<file path="src/design/ckgb_pkg.sv">
// ----------------------------------------------------------------------------
// Color keyed glyph blit: shared definitions
// Widths, command and register index codes, and the item structs that the
// blit engine and the top level exchange.
// ----------------------------------------------------------------------------
`default_nettype none

package ckgb_pkg;

   localparam int COORD_BITS      = 12;
   localparam int OFFSET_BITS     = 25;
   localparam int SCREEN_BITS     = 13;
   localparam int PITCH_BITS      = 14;
   localparam int CHAN_BITS       = 8;
   localparam int COLOR_BITS      = 3 * CHAN_BITS;
   localparam int OUT_OFFSET_BITS = 25;
   localparam int CSR_INDEX_BITS  = 3;
   localparam int CSR_DATA_BITS   = 14;
   localparam int PRODUCT_BITS    = COORD_BITS + PITCH_BITS;

   localparam int REQ_FIELD_BITS  = 2 * COORD_BITS + COLOR_BITS;
   localparam int REQ_TDATA_BITS  = ((REQ_FIELD_BITS + 7) / 8) * 8;
   localparam int RSP_FIELD_BITS  = OUT_OFFSET_BITS + COLOR_BITS;
   localparam int RSP_TDATA_BITS  = ((RSP_FIELD_BITS + 7) / 8) * 8;

   // Register indexes on the configuration port.
   localparam logic [CSR_INDEX_BITS-1:0] REG_SCREEN_WIDTH  = 3'd0;
   localparam logic [CSR_INDEX_BITS-1:0] REG_SCREEN_HEIGHT = 3'd1;
   localparam logic [CSR_INDEX_BITS-1:0] REG_PITCH_WORDS   = 3'd2;
   localparam logic [CSR_INDEX_BITS-1:0] REG_GLYPH_COLS    = 3'd3;
   localparam logic [CSR_INDEX_BITS-1:0] REG_GLYPH_ROWS    = 3'd4;

   localparam logic [SCREEN_BITS-1:0] SCREEN_WIDTH_RESET  = 13'd1024;
   localparam logic [SCREEN_BITS-1:0] SCREEN_HEIGHT_RESET = 13'd768;
   localparam logic [PITCH_BITS-1:0]  PITCH_WORDS_RESET   = 14'd1024;
   localparam logic [COORD_BITS-1:0]  GLYPH_COLS_RESET    = 12'd64;
   localparam logic [COORD_BITS-1:0]  GLYPH_ROWS_RESET    = 12'd64;

   typedef enum logic {
      CMD_START = 1'b0,
      CMD_PIXEL = 1'b1
   } cmd_type;

   typedef struct packed {
      logic [SCREEN_BITS-1:0] screen_width;
      logic [SCREEN_BITS-1:0] screen_height;
      logic [PITCH_BITS-1:0]  pitch_words;
      logic [COORD_BITS-1:0]  glyph_cols;
      logic [COORD_BITS-1:0]  glyph_rows;
   } cfg_type;

   typedef struct packed {
      cmd_type               cmd;
      logic [COORD_BITS-1:0] origin_x;
      logic [COORD_BITS-1:0] origin_y;
      logic [CHAN_BITS-1:0]  src_red;
      logic [CHAN_BITS-1:0]  src_green;
      logic [CHAN_BITS-1:0]  src_blue;
   } req_item_type;

   typedef struct packed {
      logic [OUT_OFFSET_BITS-1:0] write_offset;
      logic [COLOR_BITS-1:0]      write_color;
   } rsp_item_type;

endpackage

`default_nettype wire

</file>
<file path="src/design/color_keyed_glyph_blit_unit.sv">
// ----------------------------------------------------------------------------
// Color keyed glyph blit unit
// Turns a stream of glyph start and pixel transfers into framebuffer writes,
// dropping key-color, off-screen and out-of-glyph pixels.
// ----------------------------------------------------------------------------
// The unit takes one transfer per clock while the result register can drain,
// under any mix of start and pixel transfers. A transfer is held in the
// input register while the blit engine works on it; when the engine advances
// it updates its counters and, for a visible non-key pixel, loads the result
// register, from which the write is offered. The longest path is the
// start-offset multiply (origin row times pitch plus origin column) in the
// engine. When the result register is full and not being taken, one more
// transfer is still accepted into the input register; then the request side
// stalls.
// ----------------------------------------------------------------------------
`default_nettype none

module color_keyed_glyph_blit_unit (
   input  wire logic                                   clock,
   input  wire logic                                   reset,
   input  wire logic                                   req_tvalid,
   output logic                                        req_tready,
   // origin_x, origin_y, src_red, src_green, src_blue from bit 0 up
   input  wire logic [ckgb_pkg::REQ_TDATA_BITS-1:0]    req_tdata,
   // cmd
   input  wire logic                                   req_tuser,
   output logic                                        rsp_tvalid,
   input  wire logic                                   rsp_tready,
   // write_offset, write_color from bit 0 up, zero filled above
   output logic [ckgb_pkg::RSP_TDATA_BITS-1:0]         rsp_tdata,
   input  wire logic                                   csr_we,
   input  wire logic [ckgb_pkg::CSR_INDEX_BITS-1:0]    csr_index,
   input  wire logic [ckgb_pkg::CSR_DATA_BITS-1:0]     csr_wdata
);
   import ckgb_pkg::*;

   cfg_type      cfg_ff;
   req_item_type in_item_ff, in_item_in;
   logic         in_valid_ff, in_valid_in;
   rsp_item_type out_item_ff;
   logic         out_valid_ff, out_valid_in;

   logic         out_free;
   logic         advance;
   logic         emit;
   rsp_item_type result;

   always_ff @(posedge clock) begin
      if (reset) begin
         cfg_ff.screen_width  <= SCREEN_WIDTH_RESET;
         cfg_ff.screen_height <= SCREEN_HEIGHT_RESET;
         cfg_ff.pitch_words   <= PITCH_WORDS_RESET;
         cfg_ff.glyph_cols    <= GLYPH_COLS_RESET;
         cfg_ff.glyph_rows    <= GLYPH_ROWS_RESET;
      end else if (csr_we) begin
         case (csr_index)
            REG_SCREEN_WIDTH:  cfg_ff.screen_width  <= csr_wdata[SCREEN_BITS-1:0];
            REG_SCREEN_HEIGHT: cfg_ff.screen_height <= csr_wdata[SCREEN_BITS-1:0];
            REG_PITCH_WORDS:   cfg_ff.pitch_words   <= csr_wdata[PITCH_BITS-1:0];
            REG_GLYPH_COLS:    cfg_ff.glyph_cols    <= csr_wdata[COORD_BITS-1:0];
            REG_GLYPH_ROWS:    cfg_ff.glyph_rows    <= csr_wdata[COORD_BITS-1:0];
            default: begin
            end
         endcase
      end
   end

   assign out_free   = !out_valid_ff || rsp_tready;
   assign advance    = in_valid_ff && out_free;
   assign req_tready = !in_valid_ff || out_free;

   always_comb begin
      in_item_in.cmd       = cmd_type'(req_tuser);
      in_item_in.origin_x  = req_tdata[COORD_BITS-1:0];
      in_item_in.origin_y  = req_tdata[2*COORD_BITS-1:COORD_BITS];
      in_item_in.src_red   = req_tdata[2*COORD_BITS+CHAN_BITS-1:2*COORD_BITS];
      in_item_in.src_green = req_tdata[2*COORD_BITS+2*CHAN_BITS-1:2*COORD_BITS+CHAN_BITS];
      in_item_in.src_blue  = req_tdata[2*COORD_BITS+3*CHAN_BITS-1:2*COORD_BITS+2*CHAN_BITS];
   end

   assign in_valid_in  = req_tready ? req_tvalid : in_valid_ff;
   assign out_valid_in = out_free ? emit : out_valid_ff;

   always_ff @(posedge clock) begin
      if (reset) begin
         in_valid_ff  <= 1'b0;
         out_valid_ff <= 1'b0;
      end else begin
         in_valid_ff  <= in_valid_in;
         out_valid_ff <= out_valid_in;
      end
   end

   always_ff @(posedge clock) begin
      if (req_tready) begin
         in_item_ff <= in_item_in;
      end
      if (emit) begin
         out_item_ff <= result;
      end
   end

   ckgb_engine u_engine (
      .clock  (clock),
      .reset  (reset),
      .go     (advance),
      .item   (in_item_ff),
      .cfg    (cfg_ff),
      .emit   (emit),
      .result (result)
   );

   assign rsp_tvalid = out_valid_ff;
   assign rsp_tdata  = RSP_TDATA_BITS'({out_item_ff.write_color, out_item_ff.write_offset});

`ifndef SYNTHESIS
   a_stall_only_when_full: assert property (@(posedge clock) disable iff (reset)
      !req_tready |-> in_valid_ff && out_valid_ff && !rsp_tready)
      else $error("request side stalled with room in the pipeline");

   a_no_key_color_out: assert property (@(posedge clock) disable iff (reset)
      rsp_tvalid |-> (rsp_tdata[OUT_OFFSET_BITS+COLOR_BITS-1:OUT_OFFSET_BITS] != '0))
      else $error("key color write left the unit");

   a_reset_empties: assert property (@(posedge clock)
      reset |=> !rsp_tvalid && req_tready)
      else $error("pipeline not empty after reset");
`endif

endmodule

`default_nettype wire

</file>
<file path="src/design/ckgb_engine.sv">
// ----------------------------------------------------------------------------
// Color keyed glyph blit: blit engine
// Holds the glyph origin, the column and row counters and the running row
// start offset, and decides for each pixel whether a framebuffer write goes out.
// ----------------------------------------------------------------------------
`default_nettype none

module ckgb_engine (
   input  wire logic                  clock,
   input  wire logic                  reset,
   input  wire logic                  go,
   input  wire ckgb_pkg::req_item_type item,
   input  wire ckgb_pkg::cfg_type      cfg,
   output logic                       emit,
   output ckgb_pkg::rsp_item_type      result
);
   import ckgb_pkg::*;

   logic [COORD_BITS-1:0]   base_x_ff, base_x_in;
   logic [COORD_BITS-1:0]   base_y_ff, base_y_in;
   logic [COORD_BITS-1:0]   col_ff, col_in;
   logic [COORD_BITS-1:0]   row_ff, row_in;
   logic [OFFSET_BITS-1:0]  row_start_ff, row_start_in;
   logic                    active_ff, active_in;

   logic [COLOR_BITS-1:0]   color;
   logic [SCREEN_BITS-1:0]  target_x;
   logic [SCREEN_BITS-1:0]  target_y;
   logic                    in_glyph;
   logic                    visible;
   logic [COORD_BITS-1:0]   col_inc;
   logic [COORD_BITS-1:0]   row_inc;
   logic                    row_wrap;
   logic                    glyph_done;
   logic [PRODUCT_BITS-1:0] start_product;
   logic [PRODUCT_BITS-1:0] start_sum;
   logic [OFFSET_BITS-1:0]  pixel_offset;

   assign color    = {item.src_blue, item.src_green, item.src_red};
   assign target_x = SCREEN_BITS'(base_x_ff) + SCREEN_BITS'(col_ff);
   assign target_y = SCREEN_BITS'(base_y_ff) + SCREEN_BITS'(row_ff);
   assign in_glyph = (col_ff < cfg.glyph_cols) && (row_ff < cfg.glyph_rows);
   assign visible  = (color != '0) && (target_x < cfg.screen_width)
                     && (target_y < cfg.screen_height);

   // A counter that wraps to zero also ends its row or the glyph.
   assign col_inc    = col_ff + 1'b1;
   assign row_inc    = row_ff + 1'b1;
   assign row_wrap   = (col_inc >= cfg.glyph_cols) || (col_inc == '0);
   assign glyph_done = (row_inc >= cfg.glyph_rows) || (row_inc == '0);

   assign start_product = PRODUCT_BITS'(item.origin_y) * PRODUCT_BITS'(cfg.pitch_words);
   assign start_sum     = start_product + PRODUCT_BITS'(item.origin_x);
   assign pixel_offset  = row_start_ff + OFFSET_BITS'(col_ff);

   assign emit = go && (item.cmd == CMD_PIXEL) && active_ff && in_glyph && visible;
   assign result.write_offset = OUT_OFFSET_BITS'(pixel_offset);
   assign result.write_color  = color;

   always_comb begin
      base_x_in    = base_x_ff;
      base_y_in    = base_y_ff;
      col_in       = col_ff;
      row_in       = row_ff;
      row_start_in = row_start_ff;
      active_in    = active_ff;
      case (item.cmd)
         CMD_START: begin
            base_x_in    = item.origin_x;
            base_y_in    = item.origin_y;
            col_in       = '0;
            row_in       = '0;
            row_start_in = start_sum[OFFSET_BITS-1:0];
            active_in    = 1'b1;
         end
         CMD_PIXEL: begin
            if (active_ff) begin
               if (!in_glyph) begin
                  active_in = 1'b0;
               end else if (row_wrap) begin
                  col_in       = '0;
                  row_in       = row_inc;
                  row_start_in = row_start_ff + OFFSET_BITS'(cfg.pitch_words);
                  if (glyph_done) begin
                     active_in = 1'b0;
                  end
               end else begin
                  col_in = col_inc;
               end
            end
         end
         default: begin
            active_in = active_ff;
         end
      endcase
   end

   always_ff @(posedge clock) begin
      if (reset) begin
         base_x_ff    <= '0;
         base_y_ff    <= '0;
         col_ff       <= '0;
         row_ff       <= '0;
         row_start_ff <= '0;
         active_ff    <= 1'b0;
      end else if (go) begin
         base_x_ff    <= base_x_in;
         base_y_ff    <= base_y_in;
         col_ff       <= col_in;
         row_ff       <= row_in;
         row_start_ff <= row_start_in;
         active_ff    <= active_in;
      end
   end

`ifndef SYNTHESIS
   a_emit_needs_active: assert property (@(posedge clock) disable iff (reset)
      emit |-> active_ff && (color != '0))
      else $error("write issued outside an active glyph or with key color");

   a_start_arms_glyph: assert property (@(posedge clock) disable iff (reset)
      go && (item.cmd == CMD_START) |=> active_ff && (col_ff == '0) && (row_ff == '0))
      else $error("start transfer did not arm the glyph counters");

   a_idle_pixel_stays_idle: assert property (@(posedge clock) disable iff (reset)
      go && (item.cmd == CMD_PIXEL) && !active_ff |=> !active_ff)
      else $error("pixel transfer woke an idle engine");
`endif

endmodule

`default_nettype wire
</file>
<file path="config.mk">
export PLATFORM = sky130hd
export DESIGN_NAME = color_keyed_glyph_blit_unit
export DESIGN_NICKNAME = d
export VERILOG_FILES = /design/src/design/ckgb_pkg.sv /design/src/design/color_keyed_glyph_blit_unit.sv /design/src/design/ckgb_engine.sv
export SDC_FILE = /design/constraint.sdc
export NUM_CORES = 1
export LEC_CHECK = 0
export BUFFER_PORTS_ARGS = -buffer_cell sky130_fd_sc_hd__buf_2
export CORE_UTILIZATION = 56
export DETAILED_ROUTE_END_ITERATION = 16
export PLACE_DENSITY_LB_ADDON = 0.25
export REMOVE_ABC_BUFFERS = 1
export SLEW_MARGIN = 20
export SYNTH_ARGS = -nofsm -noshare
export SYNTH_HDL_FRONTEND = slang
export SYNTH_SLANG_ARGS = --single-unit
</file>
<file path="constraint.sdc">
create_clock -name clock -period 9.2 [get_ports clock]
set_input_delay 1.84 -clock clock [delete_from_list [all_inputs] [get_ports clock]]
set_output_delay 1.84 -clock clock [all_outputs]
set_load 0.01 [all_outputs]
</file>
==> metrics.cfg <==
[synthesis]
synthXorXnorAreaFrac_pct=4.59
synth_top_family_by_area=adder cells
synth_compound_area_share_pct=12.5
synth-simple-area-share_pct=17.2
syn_inst=2102
synth_area_leaders=edfxtp_1 16%, dfxtp_1 15%, fa_1 14%, ha_1 13%, nand2_1 6.4%
yosysWarnings=0
async_flop_share_pct=0
synth_area_per_cell_um2=8.98
ys_ff_latch=238
synth_largest_area_cell=edfxtp_1
synth.distinct_cells=69
ys_dominant_reg_cell=dfxtp_1
synth_top_area_share_pct=15.6
yosysSeqAreaShare_pct=30.4
synth_edf_count=98
synth_fa_ha_area_share_pct=27.1
muxShareOfSynthArea_pct=0.371
synth_area_um2=18900

[clock_network]
cts_tree=done
cts.path.max_buffers=3
clk_pin_slew_worst_paths_ns=0.06
clock_sinks=238
post_cts_buffers=0
worstSkewPairLatency_ns=0.57
htree_num_levels=1
cts_hold_buf=0
cts_root_buf=clkbuf_16
numCtsBuffers=28
cts.repair.resized=0

[detailed_routing]
drtPass1Iterations=6
viasPerCell=5.66
drt_iter0_drc=1005
wl_per_cell_um=18.3
drcViolationCount=0
detail-route-antenna-nets=0
via_count=14948
totalWireLength_mm=48.3

[floorplan]
core_um2=32900
die_width_um=186
die_area_um2=34500
rows=66
num_io_pins=129
initial_utilization_pct=57.5
dieHeight_um=186

[global_route]
antenna_found_initial=1
grt_pass1_wl_mm=75.6
grt_overflow=0
grt_util_all_layers_pct=28.3
grt_pass1_vias=14663
grt_max_degree=99

[sta]
worst_pin_slew_ns=1.07
rsz0062_at_grt=no
fin_crit_ns=5.98
fin_hold_ws_ns=0.448
hold_viol=0
fmax_mhz=167
setup-tns-final_ns=0
finalSetupViolations=0
drv_slew=0
finalCritPeriodShare_pct=65.0
fin_skew_ns=0.0124
slew_headroom_pct=27.3

[worst_setup_path]
timing.rr.start=in_item_ff[25]
crit_path_start_kind=register
worstSetupPathType=reg -> reg
arrival_ns=6.41
cp_max_fo=15
timing.rr.end=u_engine.row_start_ff[23]
crit_family=adder cells
r2r_slack_ns=3.22
crit_slowest_cell=edfxtp_1
reg2reg_depth=19
crit_path_end_kind=register
cp_num_buf_inv=4
crit_chain=and2_1, fa_1, inv_1, fa_1, inv_1, fa_1, fa_1, inv_1, fa_1, inv_1, ha_1, a211oi_1, o21a_1, a211oi_2, a211oi_1, nor2_1, or4_1, nand4_1, a31oi_1
required_ns=9.63
cp_slowest_stage_delay_ns=0.63
crit_top_cell=fa_1

[pwr]
peakVddDrop_v=0.000152
p_leak_nw=9.18
power_density_nw_per_um2=127

[finish]
layout_commonest_cell=nand2_1
multiInputGateArea_um2=11700
antenna_cells=0
final_cell_mix=319 x nand2_1, 270 x inv_1, 194 x ha_1
nets=2574
seqCellArea_um2=5750
area_delta_synth_final_pct=9.18
n_fill_cell=2869
final_cell_area_um2=20600
drive_above_1_share_pct=9.15
final_cells=2639

[placed_design]
place_hpwl_mm=36.3
place_congestion=0.908
placed_area_um2=19700
portBuffers=121
dp.cells=2587

[flow_run]
cap_viol_max_count=0

[worst_hold_path]
hold_end=rsp_tdata[30]
hold_class=reg -> reg
worstHoldStart=in_item_ff[21]
min_path_cells=0

[status]
status=completed

## state kept, by name, indices dropped and copies added, names as in the netlist, 12 cells and up
name,cells
cfg_ff,64
u_engine.row_ff,12
rsp_tdata,49
u_engine.base_y_ff,12
u_engine.base_x_ff,12
u_engine.row_start_ff,25
u_engine.col_ff,12
in_item_ff,49
## stage by stage
step           utilization (%)  setup WS [ns]  total power, mW
3_5_place_dp              60.0           3.30             1.56
2_1_floorplan                -          0.194             1.43
5_1_grt                   62.7           2.97             2.73
6_report                  62.7           3.22             2.62
4_1_cts                   62.7           3.29             2.64
3_3_place_gp              60.0           3.41             1.54
## worst max-delay path by stage
stage                       start                        end  depth (start not counted)
5_1_grt            in_item_ff[25]  u_engine.row_start_ff[23]                         19
3_5_place_dp       in_item_ff[25]  u_engine.row_start_ff[23]                         19
4_1_cts            in_item_ff[25]  u_engine.row_start_ff[24]                         19
6_report           in_item_ff[25]  u_engine.row_start_ff[23]                         19
3_3_place_gp       in_item_ff[25]  u_engine.row_start_ff[23]                         19
2_1_floorplan  u_engine.col_ff[0]               rsp_tdata[0]                         15
## cell usage after synthesis (7+ instances only)
cell,count
nor4_1,10
nand4_1,16
and3_1,19
a21oi_1,167
nand2_1,320
inv_1,270
fa_1,134
xnor2_1,64
clkbuf_1,74
a21o_1,21
buf_4,8
mux2i_1,7
a211o_1,7
edfxtp_1,98
a31oi_1,13
o21ai_0,40
ha_1,194
o21a_1,22
nor3_1,35
o31ai_1,11
nor2b_1,12
or3_1,14
nand3_1,49
and2_1,89
o21bai_1,12
nor2_1,83
nand2b_1,12
xor2_1,35
dfxtp_1,140
a211oi_1,27
buf_6,8
## layout make-up
cell class / count / share of cell area, %
multi-input cells: 1505 / 56.9
flip-flops and latches: 238 / 27.9
inverters: 270 / 4.92
clock buffers: 38 / 3.73
repair buffers: 132 / 3.35
well taps: 442 / 2.68
clock inverters: 14 / 0.589
## logic make-up after synthesis
group / Yosys count
compound gates: 374
xor+xnor: 99
fa+ha+maj: 328
buf+inv: 365
flops: 238
mux: 7
other cells: 1
simple gates: 690
## report_power, final
| part | total [mW] | internal, mW | switching [mW] |
|---|---|---|---|
| registers | 1.16 | 1.13 | 0.0385 |
| logic | 0.375 | 0.149 | 0.226 |
| clock network | 1.08 | 0.616 | 0.466 |
| total | 2.62 | 1.89 | 0.730 |
## per-layer routing
metal | vias up | wire [µm] | global-route usage (%)
li1 | 7155 | - | -
met1 | 7207 | 20400 | 36.8
met2 | 469 | 23400 | 48.0
met3 | 115 | 2680 | 3.91
met4 | 2 | 1810 | 10.3
met5 | - | 11 | 0
(Power assumes the default switching activity.)
